<file path="config.mk">
export PLATFORM = sky130hd
export DESIGN_NAME = triangle_scanline_span_unit
export DESIGN_NICKNAME = d
export VERILOG_FILES = /design/src/rtl/tss_pkg.sv /design/src/rtl/tss_setup.sv /design/src/rtl/tss_front.sv /design/src/rtl/tss_queue.sv /design/src/rtl/tss_back.sv /design/src/rtl/triangle_scanline_span_unit.sv
export SDC_FILE = /design/constraint.sdc
export NUM_CORES = 2
export LEC_CHECK = 0
export ABC_AREA = 1
export BUFFER_PORTS_ARGS = -buffer_cell sky130_fd_sc_hd__buf_4
export CORE_UTILIZATION = 45
export DETAILED_ROUTE_END_ITERATION = 8
export MAX_ROUTING_LAYER = met4
export SKIP_CTS_REPAIR_TIMING = 1
export SLEW_MARGIN = 25
export SYNTH_ARGS = -nofsm -noshare
export SYNTH_HDL_FRONTEND = slang
export SYNTH_SLANG_ARGS = --single-unit
</file>
<file path="constraint.sdc">
create_clock -name clk_i -period 7.4 [get_ports clk_i]
set_clock_uncertainty 0.1 [all_clocks]
set_input_delay 0.74 -clock clk_i [delete_from_list [all_inputs] [get_ports clk_i]]
set_output_delay 0.74 -clock clk_i [all_outputs]
set_load 0.01 [all_outputs]
</file>
<file path="src/rtl/tss_pkg.sv">
// Shared types and constants for the triangle scanline span unit.
// No dependencies; every other file imports this package.
package tss_pkg;

  // Default widths, used as the defaults of the top level parameters.
  localparam int unsigned CoordBitsDef = 12;
  localparam int unsigned FracBitsDef  = 16;

  // Depth of the queue between front and back.
  localparam int unsigned QueueDepth = 2;

  // Configuration register map.
  localparam int unsigned CfgIdxBits = 3;
  localparam logic [CfgIdxBits-1:0] RegAX = 3'd0;
  localparam logic [CfgIdxBits-1:0] RegAY = 3'd1;
  localparam logic [CfgIdxBits-1:0] RegBX = 3'd2;
  localparam logic [CfgIdxBits-1:0] RegBY = 3'd3;
  localparam logic [CfgIdxBits-1:0] RegCX = 3'd4;
  localparam logic [CfgIdxBits-1:0] RegCY = 3'd5;

  // Edge slots in the slope table.
  typedef enum logic [1:0] {
    EDGE_UB = 2'd0,  // top to bottom
    EDGE_UM = 2'd1,  // top to middle
    EDGE_MB = 2'd2   // middle to bottom
  } tss_edge_e;

  // Setup sequencer states.
  typedef enum logic [1:0] {
    ST_IDLE,
    ST_SORT,
    ST_LOAD,
    ST_DIV
  } tss_state_e;

  // Flow status handed from the queue to front and back.
  typedef struct packed {
    logic full;
    logic empty;
  } tss_qstat_t;

endpackage

</file>
<file path="src/rtl/tss_setup.sv">
// Vertex registers, sort and slope divider of the span unit.
// Depends on tss_pkg. Reruns after every configuration write.
module tss_setup
  import tss_pkg::*;
#(
  parameter int unsigned COORD_BITS      = CoordBitsDef,
  parameter int unsigned SLOPE_FRAC_BITS = FracBitsDef
) (
  input  logic                                         clk_i,
  input  logic                                         rst_ni,
  input  logic                                         wr_i,
  input  logic [CfgIdxBits-1:0]                        wr_idx_i,
  input  logic [COORD_BITS-1:0]                        wr_data_i,
  output logic                                         busy_o,
  output logic [COORD_BITS-1:0]                        xu_o,
  output logic [COORD_BITS-1:0]                        yu_o,
  output logic [COORD_BITS-1:0]                        ym_o,
  output logic [COORD_BITS-1:0]                        xb_o,
  output logic [COORD_BITS-1:0]                        yb_o,
  output logic signed [COORD_BITS+SLOPE_FRAC_BITS:0]   s_ub_o,
  output logic signed [COORD_BITS+SLOPE_FRAC_BITS:0]   s_um_o,
  output logic signed [COORD_BITS+SLOPE_FRAC_BITS:0]   s_mb_o
);

  localparam int unsigned NB = COORD_BITS + SLOPE_FRAC_BITS;
  localparam int unsigned SW = NB + 1;
  localparam int unsigned CW = $clog2(NB);

  logic [COORD_BITS-1:0] vx_q [3];
  logic [COORD_BITS-1:0] vy_q [3];
  logic [COORD_BITS-1:0] xu_q, yu_q, xm_q, ym_q, xb_q, yb_q;
  logic signed [SW-1:0]  slope_q [3];

  tss_state_e state_q, state_d;
  tss_edge_e  edge_q;
  logic [CW-1:0]          cnt_q;
  logic [NB-1:0]          num_q;
  logic [COORD_BITS-1:0]  den_q, rem_q;
  logic                   neg_q, zero_q;

  // sort network: three compare-and-swap steps, swap on strictly smaller y
  logic [1:0] t0, m0, t1, b1, m2, b2;
  always_comb begin
    t0 = 2'd0; m0 = 2'd1;
    if (vy_q[1] < vy_q[0]) begin
      t0 = 2'd1; m0 = 2'd0;
    end
    t1 = t0; b1 = 2'd2;
    if (vy_q[2] < vy_q[t0]) begin
      t1 = 2'd2; b1 = t0;
    end
    m2 = m0; b2 = b1;
    if (vy_q[b1] < vy_q[m0]) begin
      m2 = b1; b2 = m0;
    end
  end

  // divider operands for the current edge
  logic [COORD_BITS-1:0] ex1, ey1, ex2, ey2;
  logic signed [COORD_BITS:0] dx;
  logic [COORD_BITS-1:0] dx_mag;
  always_comb begin
    case (edge_q)
      EDGE_UB: begin ex1 = xu_q; ey1 = yu_q; ex2 = xb_q; ey2 = yb_q; end
      EDGE_UM: begin ex1 = xu_q; ey1 = yu_q; ex2 = xm_q; ey2 = ym_q; end
      EDGE_MB: begin ex1 = xm_q; ey1 = ym_q; ex2 = xb_q; ey2 = yb_q; end
      default: begin ex1 = xu_q; ey1 = yu_q; ex2 = xb_q; ey2 = yb_q; end
    endcase
    dx     = $signed({1'b0, ex2}) - $signed({1'b0, ex1});
    dx_mag = dx[COORD_BITS] ? COORD_BITS'(-dx) : dx[COORD_BITS-1:0];
  end

  // one restoring step per cycle
  logic [COORD_BITS:0] trial;
  logic                qbit;
  always_comb begin
    trial = {rem_q, num_q[NB-1]};
    qbit  = (trial >= {1'b0, den_q});
  end

  logic last_step;
  assign last_step = (cnt_q == CW'(NB - 1));

  // next state
  always_comb begin
    state_d = state_q;
    case (state_q)
      ST_IDLE: state_d = ST_IDLE;
      ST_SORT: state_d = ST_LOAD;
      ST_LOAD: state_d = ST_DIV;
      ST_DIV: begin
        if (last_step) begin
          state_d = (edge_q == EDGE_MB) ? ST_IDLE : ST_LOAD;
        end
      end
      default: state_d = ST_IDLE;
    endcase
    if (wr_i) begin
      state_d = ST_SORT;
    end
  end

  // outputs
  always_comb begin
    busy_o = (state_q != ST_IDLE);
  end

  always_ff @(posedge clk_i or negedge rst_ni) begin
    if (!rst_ni) begin
      state_q <= ST_IDLE;
      edge_q  <= EDGE_UB;
      cnt_q   <= '0;
      for (int i = 0; i < 3; i++) begin
        vx_q[i]    <= '0;
        vy_q[i]    <= '0;
        slope_q[i] <= '0;
      end
      xu_q <= '0; yu_q <= '0; xm_q <= '0;
      ym_q <= '0; xb_q <= '0; yb_q <= '0;
    end else begin
      state_q <= state_d;
      if (wr_i) begin
        case (wr_idx_i)
          RegAX:   vx_q[0] <= wr_data_i;
          RegAY:   vy_q[0] <= wr_data_i;
          RegBX:   vx_q[1] <= wr_data_i;
          RegBY:   vy_q[1] <= wr_data_i;
          RegCX:   vx_q[2] <= wr_data_i;
          RegCY:   vy_q[2] <= wr_data_i;
          default: ;
        endcase
      end else begin
        case (state_q)
          ST_SORT: begin
            xu_q <= vx_q[t1]; yu_q <= vy_q[t1];
            xm_q <= vx_q[m2]; ym_q <= vy_q[m2];
            xb_q <= vx_q[b2]; yb_q <= vy_q[b2];
            edge_q <= EDGE_UB;
          end
          ST_LOAD: begin
            cnt_q <= '0;
          end
          ST_DIV: begin
            cnt_q <= cnt_q + CW'(1);
            if (last_step) begin
              slope_q[edge_q] <= zero_q ? '0 :
                                 neg_q  ? -$signed({1'b0, num_q[NB-2:0], qbit})
                                        :  $signed({1'b0, num_q[NB-2:0], qbit});
              case (edge_q)
                EDGE_UB: edge_q <= EDGE_UM;
                EDGE_UM: edge_q <= EDGE_MB;
                default: edge_q <= EDGE_UB;
              endcase
            end
          end
          default: ;
        endcase
      end
    end
  end

  // divider datapath
  always_ff @(posedge clk_i) begin
    if (state_q == ST_LOAD) begin
      num_q  <= {dx_mag, {SLOPE_FRAC_BITS{1'b0}}};
      den_q  <= ey2 - ey1;
      rem_q  <= '0;
      neg_q  <= dx[COORD_BITS];
      zero_q <= (ey2 == ey1);
    end else if (state_q == ST_DIV) begin
      num_q <= {num_q[NB-2:0], qbit};
      rem_q <= qbit ? COORD_BITS'(trial - {1'b0, den_q}) : trial[COORD_BITS-1:0];
    end
  end

  assign xu_o   = xu_q;
  assign yu_o   = yu_q;
  assign ym_o   = ym_q;
  assign xb_o   = xb_q;
  assign yb_o   = yb_q;
  assign s_ub_o = slope_q[EDGE_UB];
  assign s_um_o = slope_q[EDGE_UM];
  assign s_mb_o = slope_q[EDGE_MB];

endmodule

</file>
<file path="src/rtl/tss_front.sv">
// Row intake of the span unit: classifies a row against the sorted vertices.
// Depends on tss_pkg.
module tss_front
  import tss_pkg::*;
#(
  parameter int unsigned COORD_BITS = CoordBitsDef
) (
  input  logic                    valid_i,
  output logic                    ready_o,
  input  logic [COORD_BITS-1:0]   row_i,
  input  logic                    busy_i,
  input  tss_qstat_t              qstat_i,
  input  logic [COORD_BITS-1:0]   yu_i,
  input  logic [COORD_BITS-1:0]   ym_i,
  input  logic [COORD_BITS-1:0]   yb_i,
  output logic                    push_o,
  output logic [COORD_BITS+2:0]   entry_o
);

  logic outside, upper;
  logic signed [COORD_BITS:0] delta;

  always_comb begin
    outside = (row_i < yu_i) || (row_i > yb_i);
    upper   = (row_i < ym_i);
    // upper half measured from the top vertex, lower half from the bottom
    delta   = upper ? $signed({1'b0, row_i}) - $signed({1'b0, yu_i})
                    : $signed({1'b0, row_i}) - $signed({1'b0, yb_i});
  end

  assign ready_o = !busy_i && !qstat_i.full;
  assign push_o  = valid_i && ready_o;
  assign entry_o = {outside, upper, delta};

endmodule

</file>
<file path="src/rtl/tss_queue.sv">
// Small FIFO between front and back of the span unit.
// Depends on tss_pkg.
module tss_queue
  import tss_pkg::*;
#(
  parameter int unsigned WIDTH = 8,
  parameter int unsigned DEPTH = QueueDepth
) (
  input  logic             clk_i,
  input  logic             rst_ni,
  input  logic             push_i,
  input  logic [WIDTH-1:0] data_i,
  input  logic             pop_i,
  output logic [WIDTH-1:0] data_o,
  output tss_qstat_t       stat_o
);

  localparam int unsigned PW = (DEPTH > 1) ? $clog2(DEPTH) : 1;
  localparam int unsigned NW = $clog2(DEPTH + 1);

  logic [WIDTH-1:0] mem_q [DEPTH];
  logic [PW-1:0]    wp_q, rp_q;
  logic [NW-1:0]    cnt_q;

  function automatic logic [PW-1:0] inc(input logic [PW-1:0] p);
    inc = (p == PW'(DEPTH - 1)) ? '0 : p + PW'(1);
  endfunction

  always_ff @(posedge clk_i) begin
    if (push_i) begin
      mem_q[wp_q] <= data_i;
    end
  end

  always_ff @(posedge clk_i or negedge rst_ni) begin
    if (!rst_ni) begin
      wp_q  <= '0;
      rp_q  <= '0;
      cnt_q <= '0;
    end else begin
      if (push_i) wp_q <= inc(wp_q);
      if (pop_i)  rp_q <= inc(rp_q);
      if (push_i && !pop_i) cnt_q <= cnt_q + NW'(1);
      else if (pop_i && !push_i) cnt_q <= cnt_q - NW'(1);
    end
  end

  assign data_o       = mem_q[rp_q];
  assign stat_o.full  = (cnt_q == NW'(DEPTH));
  assign stat_o.empty = (cnt_q == '0);

endmodule

</file>
<file path="src/rtl/tss_back.sv">
// Span evaluation of the span unit: slope multiply, edge x, floor/ceil, clamp.
// Depends on tss_pkg; takes classified rows from tss_queue.
module tss_back
  import tss_pkg::*;
#(
  parameter int unsigned COORD_BITS      = CoordBitsDef,
  parameter int unsigned SLOPE_FRAC_BITS = FracBitsDef
) (
  input  logic                                       clk_i,
  input  logic                                       rst_ni,
  input  tss_qstat_t                                 qstat_i,
  input  logic [COORD_BITS+2:0]                      entry_i,
  output logic                                       pop_o,
  input  logic [COORD_BITS-1:0]                      xu_i,
  input  logic [COORD_BITS-1:0]                      xb_i,
  input  logic signed [COORD_BITS+SLOPE_FRAC_BITS:0] s_ub_i,
  input  logic signed [COORD_BITS+SLOPE_FRAC_BITS:0] s_um_i,
  input  logic signed [COORD_BITS+SLOPE_FRAC_BITS:0] s_mb_i,
  output logic                                       valid_o,
  input  logic                                       ready_i,
  output logic                                       covered_o,
  output logic [COORD_BITS-1:0]                      start_o,
  output logic [COORD_BITS:0]                        end_o
);

  localparam int unsigned SW = COORD_BITS + SLOPE_FRAC_BITS + 1;
  localparam int unsigned PW = SW + COORD_BITS + 1;
  localparam int unsigned EW = PW + 1;
  localparam logic signed [EW-1:0] Round = EW'((64'd1 << SLOPE_FRAC_BITS) - 64'd1);
  localparam logic [EW-1:0] MaxStart = EW'((64'd1 << COORD_BITS) - 64'd1);
  localparam logic [EW-1:0] MaxEnd   = EW'(64'd1 << COORD_BITS);

  logic outside, upper;
  logic signed [COORD_BITS:0] delta;
  assign {outside, upper, delta} = entry_i;

  // stage 1: two products
  logic                  s1_valid_q, s1_out_q;
  logic [COORD_BITS-1:0] s1_x_q;
  logic signed [PW-1:0]  s1_p1_q, s1_p2_q;
  logic                  adv_out, adv_s1;
  logic signed [SW-1:0]  sl1;

  assign adv_out = !valid_o || ready_i;
  assign adv_s1  = !s1_valid_q || adv_out;
  assign pop_o   = !qstat_i.empty && adv_s1;
  assign sl1     = upper ? s_um_i : s_mb_i;

  always_ff @(posedge clk_i) begin
    if (pop_o) begin
      s1_out_q <= outside;
      s1_x_q   <= upper ? xu_i : xb_i;
      s1_p1_q  <= PW'(sl1) * PW'(delta);
      s1_p2_q  <= PW'(s_ub_i) * PW'(delta);
    end
  end

  // stage 2: edge x, ordering, floor/ceil and clamp
  logic signed [EW-1:0] bx, e1, e2, lo, hi, lsh, hsh;
  logic [COORD_BITS-1:0] st;
  logic [COORD_BITS:0]   en;
  logic                  cov;

  always_comb begin
    bx  = EW'($signed({1'b0, s1_x_q})) <<< SLOPE_FRAC_BITS;
    e1  = bx + EW'(s1_p1_q);
    e2  = bx + EW'(s1_p2_q);
    lo  = (e1 < e2) ? e1 : e2;
    hi  = (e1 < e2) ? e2 : e1;
    lsh = lo >>> SLOPE_FRAC_BITS;
    hsh = (hi + Round) >>> SLOPE_FRAC_BITS;
    if (lo < 0)                   st = '0;
    else if ($unsigned(lsh) > MaxStart) st = MaxStart[COORD_BITS-1:0];
    else                          st = lsh[COORD_BITS-1:0];
    if (hi <= 0)                  en = '0;
    else if ($unsigned(hsh) > MaxEnd) en = MaxEnd[COORD_BITS:0];
    else                          en = hsh[COORD_BITS:0];
    cov = !s1_out_q && (en > {1'b0, st});
  end

  always_ff @(posedge clk_i or negedge rst_ni) begin
    if (!rst_ni) begin
      s1_valid_q <= 1'b0;
      valid_o    <= 1'b0;
    end else begin
      if (adv_s1) s1_valid_q <= pop_o;
      if (adv_out) valid_o <= s1_valid_q;
    end
  end

  always_ff @(posedge clk_i) begin
    if (adv_out && s1_valid_q) begin
      covered_o <= cov;
      start_o   <= cov ? st : '0;
      end_o     <= cov ? en : '0;
    end
  end

endmodule

</file>
<file path="src/rtl/triangle_scanline_span_unit.sv">
// Top level of the triangle scanline span unit.
// Depends on tss_pkg, tss_setup, tss_front, tss_queue and tss_back.
//
//  channel  | direction | transaction moves
//  ---------+-----------+--------------------------------------------------
//  cfg      | in        | cfg_index_i selects a vertex coordinate, cfg_data_i
//  s_axis   | in        | one raster row
//  m_axis   | out       | covered flag, span start, exclusive span end
//
// One row per clock once setup is done and the output is not stalled; a taken
// row passes the queue write, multiply stage and span stage to the output reg.
// A configuration write restarts setup: a sort step, then three slope
// divisions on a shared restoring divider, each a load step and then the
// restoring steps; s_axis_tready stays low through it.
// Reset leaves all vertices at zero with zero slopes, ready at once.
// Output stalls back up through the two-entry queue into s_axis_tready.
module triangle_scanline_span_unit
  import tss_pkg::*;
#(
  parameter int unsigned COORD_BITS      = CoordBitsDef,
  parameter int unsigned SLOPE_FRAC_BITS = FracBitsDef
) (
  input  logic                    clk_i,
  input  logic                    rst_ni,
  // configuration writes
  input  logic                    cfg_valid_i,
  output logic                    cfg_ready_o,
  input  logic [CfgIdxBits-1:0]   cfg_index_i,
  input  logic [COORD_BITS-1:0]   cfg_data_i,
  // rows in
  input  logic                    s_axis_tvalid,
  output logic                    s_axis_tready,
  // [COORD_BITS-1:0] row, rest zero
  input  logic [((COORD_BITS+7)/8)*8-1:0] s_axis_tdata,
  // spans out
  output logic                    m_axis_tvalid,
  input  logic                    m_axis_tready,
  // [0] covered, [COORD_BITS:1] span_start, [2*COORD_BITS+1:COORD_BITS+1] span_end
  output logic [((2*COORD_BITS+2+7)/8)*8-1:0] m_axis_tdata
);

  localparam int unsigned SW   = COORD_BITS + SLOPE_FRAC_BITS + 1;
  localparam int unsigned QW   = COORD_BITS + 3;
  localparam int unsigned OW   = ((2*COORD_BITS + 2 + 7) / 8) * 8;
  localparam int unsigned OPAD = OW - (2*COORD_BITS + 2);

  logic                    busy, push, pop;
  logic [COORD_BITS-1:0]   xu, yu, ym, xb, yb;
  logic signed [SW-1:0]    s_ub, s_um, s_mb;
  logic [QW-1:0]           q_in, q_out;
  tss_qstat_t              qstat;
  logic                    covered;
  logic [COORD_BITS-1:0]   span_start;
  logic [COORD_BITS:0]     span_end;

  // registers are always writable; each write restarts setup, so the source must
  // write only while no rows are in flight; the block itself does not enforce it
  assign cfg_ready_o = 1'b1;

  tss_setup #(
    .COORD_BITS      (COORD_BITS),
    .SLOPE_FRAC_BITS (SLOPE_FRAC_BITS)
  ) u_setup (
    .clk_i     (clk_i),
    .rst_ni    (rst_ni),
    .wr_i      (cfg_valid_i && cfg_ready_o),
    .wr_idx_i  (cfg_index_i),
    .wr_data_i (cfg_data_i),
    .busy_o    (busy),
    .xu_o      (xu),
    .yu_o      (yu),
    .ym_o      (ym),
    .xb_o      (xb),
    .yb_o      (yb),
    .s_ub_o    (s_ub),
    .s_um_o    (s_um),
    .s_mb_o    (s_mb)
  );

  tss_front #(
    .COORD_BITS (COORD_BITS)
  ) u_front (
    .valid_i (s_axis_tvalid),
    .ready_o (s_axis_tready),
    .row_i   (s_axis_tdata[COORD_BITS-1:0]),
    .busy_i  (busy),
    .qstat_i (qstat),
    .yu_i    (yu),
    .ym_i    (ym),
    .yb_i    (yb),
    .push_o  (push),
    .entry_o (q_in)
  );

  tss_queue #(
    .WIDTH (QW),
    .DEPTH (QueueDepth)
  ) u_queue (
    .clk_i  (clk_i),
    .rst_ni (rst_ni),
    .push_i (push),
    .data_i (q_in),
    .pop_i  (pop),
    .data_o (q_out),
    .stat_o (qstat)
  );

  tss_back #(
    .COORD_BITS      (COORD_BITS),
    .SLOPE_FRAC_BITS (SLOPE_FRAC_BITS)
  ) u_back (
    .clk_i     (clk_i),
    .rst_ni    (rst_ni),
    .qstat_i   (qstat),
    .entry_i   (q_out),
    .pop_o     (pop),
    .xu_i      (xu),
    .xb_i      (xb),
    .s_ub_i    (s_ub),
    .s_um_i    (s_um),
    .s_mb_i    (s_mb),
    .valid_o   (m_axis_tvalid),
    .ready_i   (m_axis_tready),
    .covered_o (covered),
    .start_o   (span_start),
    .end_o     (span_end)
  );

  assign m_axis_tdata = {{OPAD{1'b0}}, span_end, span_start, covered};

endmodule

</file>
==> flow_metrics.py <==
metrics = {
    "setup_path": {
        "arrival_ns": 8.27,
        "path_buf_inv": 12,
        "startpoint_type": "flop",
        "rr_worst_depth": 53,
        "worstReg2RegStart": "u_back.s1_x_q[4]",
        "cp_common_cell": "nand2_1",
        "cp_top_family": "simple AND/OR/NAND/NOR gates",
        "critPathSlowestCell": "edfxtp_1",
        "crit_fanout": 7,
        "critPathKind": "flop to flop",
        "r2r-end": "u_back.start_o[11]",
        "worst_path_largest_cell_delay_ns": 0.49,
        "critPathCaptureType": "flop",
        "reg2reg_setup_slack_ns": -0.60,
        "critical_path_required_ns": 7.67,
    },
    "run": {
        "cap_violations": 0,
    },
    "synthesis": {
        "yosysMostFrequentCell": "nand2_1",
        "synthTopCellsByCount": "1,545 x nand2_1, 1,149 x inv_1, 683 x fa_1, 566 x o21ai_0, 484 x nor2_1",
        "syn_area_per_cell_sq_um": 8.09,
        "async_reset_ff_share_pct": 54.3,
        "synthDistinctLibCells": 58,
        "synthCells": 6569,
        "yosysWarnings": 0,
        "synth_seq_cells": 453,
        "ys_seq_area_share_pct": 22.8,
        "synth-main-ff-cell": "dfrtp_1",
        "synth-edff-count": 179,
        "syn_area_sq_um": 53100,
        "synth_top_area_share_pct": 25.7,
        "synth_area_leader_cell": "fa_1",
        "synthTopCellsByArea": "fa_1 26%, dfrtp_1 12%, nand2_1 11%",
    },
    "layout": {
        "nets": 8320,
        "areaGrowthSynthToFinish_pct": 22.4,
        "drive_above_1_share_pct": 19.7,
        "antennaDiodeCount": 0,
        "fin_cells": 8787,
        "nFillCells": 10700,
    },
    "clock_tree": {
        "insertion_delay_ns": 0.69,
        "cts-root-buf": "clkbuf_16",
        "numClockSinks": 453,
        "path_clk_slew_ns": 0.06,
        "numCtsBuffers": 55,
        "cts_max_level": 2,
        "cts_tree": "yes",
        "clockBufferDepth": 3,
    },
    "grt": {
        "use_met2_pct": 45.4,
        "grt_pass1_vias": 45000,
        "grt_start_max_net_pins": 129,
        "grt_usage_pct": 27.0,
        "busiest_layer": "met2",
        "antenna_found_initial": 3,
        "gr-usage-met1_pct": 33.6,
        "overflow": 0,
        "grt_pass1_wl_um": 247000,
        "grt_use_met3_pct": 3.61,
    },
    "sta": {
        "relSlewSlack_pct": 21.9,
        "tightest_slew_ns": 1.16,
        "rsz0062_at_grt": "yes",
        "setup_ws_ns": -0.604,
        "finalMaxSlewViolations": 0,
        "setup_viol": 33,
        "finalHoldViolCount": 0,
        "fmax_ghz": 0.125,
        "finalCritPeriodShare_pct": 108,
        "min_period_ns": 8.00,
    },
    "route": {
        "firstDrtPassIters": 6,
        "wire_per_inst_um": 18.4,
        "postRouteAntennaNets": 0,
        "drt_iter0_markers": 3186,
        "drc": 0,
        "via_per_inst": 5.18,
        "routed_wirelength_um": 161000,
        "vias": 45500,
    },
    "placement": {
        "preCtsSetupSlack_ns": -0.982,
        "place.detailed.hpwl_um": 131000,
        "gp_congestion": 0.989,
        "port_buffers": 59,
        "placed_cells": 8592,
    },
    "run_status": {
        "violations": "negative setup slack",
        "status": "finished, violations left",
    },
    "die": {
        "initial_core_util_pct": 45.5,
        "fp.coreArea_sq_um": 117000,
        "rows": 125,
        "die_height_um": 346,
        "dieArea_sq_um": 119000,
        "die_w_um": 346,
        "boundaryPins": 71,
    },
    "worst_hold_path": {
        "worstHoldEndpoint": "u_back.valid_o",
        "hp-start": "m_axis_tready",
        "holdPathStages": 4,
        "hp-class": "input pin to flop",
    },
}
## metrics by stage
step	setup TNS, ns	hold WS [ns]	util, %	cell area [sq um]
detailed placement	-24.76	0.346	51.3	59800
global placement	-20.49	0.346	51.3	59800
CTS	-27.55	0.0526	52.8	61600
floorplan	0	0.327	-	53200
global route	-28.21	0.263	55.7	65000
finish	-15.43	0.254	55.7	65000
## cell usage in the layout (no fill, tap or decap), drive strengths merged, types with 4 or more instances in the layout
cell type / count
o22ai: 25
or2: 52
conb: 7
xnor2: 64
clkinvlp: 4
o21ai: 585
inv: 1169
o211ai: 33
nor4: 13
a21o: 8
o21a: 5
fa: 683
a21boi: 62
a21oi: 238
o21bai: 17
nand2: 1589
ha: 382
dfxtp: 28
xor2: 115
buf: 809
o32ai: 6
dfrtp: 246
nor3: 42
a31oi: 15
nand3: 176
nand3b: 5
nand4: 37
nor2: 512
clkinv: 28
clkbuf: 93
o31ai: 14
edfxtp: 179
## flip-flops by register name, indices dropped and copies added (netlist names), 13 cells and up
name / cells
u_back.s1_p1_q: 42
u_back.s1_p2_q: 42
u_setup.vx_q: 36
u_setup.vy_q: 36
u_queue.mem_q: 30
u_setup.s_mb_o: 29
u_setup.s_ub_o: 29
u_setup.s_um_o: 29
u_setup.num_q: 28
u_back.end_o: 13
## routing by layer
layer / wire [um] / vias up
met1: 66700 / 22100
met2: 79400 / 1320
li1: - / 21800
met4: 6100 / 0
met3: 9090 / 306
met5: 0 / -
## worst min-delay path: cells and delay by family
kind                   cells  cell delay, ns
buffers and inverters      2            0.15
AND/OR/NAND/NOR            2            0.11
## cell type report
class	count	area, sq um	area share, %
repair buffers	825	7040	10.8
inverters	1179	4470	6.87
multi-input cells	4705	37700	58.0
well taps	1524	1910	2.93
clock buffers	78	1590	2.45
flip-flops and latches	453	12100	18.6
clock inverters	23	235	0.362
## kinds of logic after synthesis
logic type | after synthesis | synth area share [%]
muxes | 2 | 0.0377
DFF | 453 | 22.8
other | 2 | 0.0141
buffers and inverters | 1419 | 10.3
xor gates and xnor gates | 179 | 2.95
AOI/OAI and AO/OA | 1022 | 10.5
adders and majority gates | 1065 | 34.7
and+or+nand+nor | 2427 | 18.7
## worst max path at each step
stage / depth (start not counted) / from / end
after CTS: 33 / u_queue.rp_q / u_back.s1_p1_q[40]
after floorplan: 34 / u_queue.rp_q / u_back.s1_p1_q[41]
final: 53 / u_back.s1_x_q[4] / u_back.start_o[11]
after global routing: 53 / u_back.s1_x_q[9] / u_back.start_o[11]
after global placement: 34 / u_queue.rp_q / u_back.s1_p1_q[40]
after detailed placement: 33 / u_queue.rp_q / u_back.s1_p1_q[40]
Power is left out: the tool's default activity adds up to more than one toggle a clock period on the data nets, which glitch-free logic cannot reach.
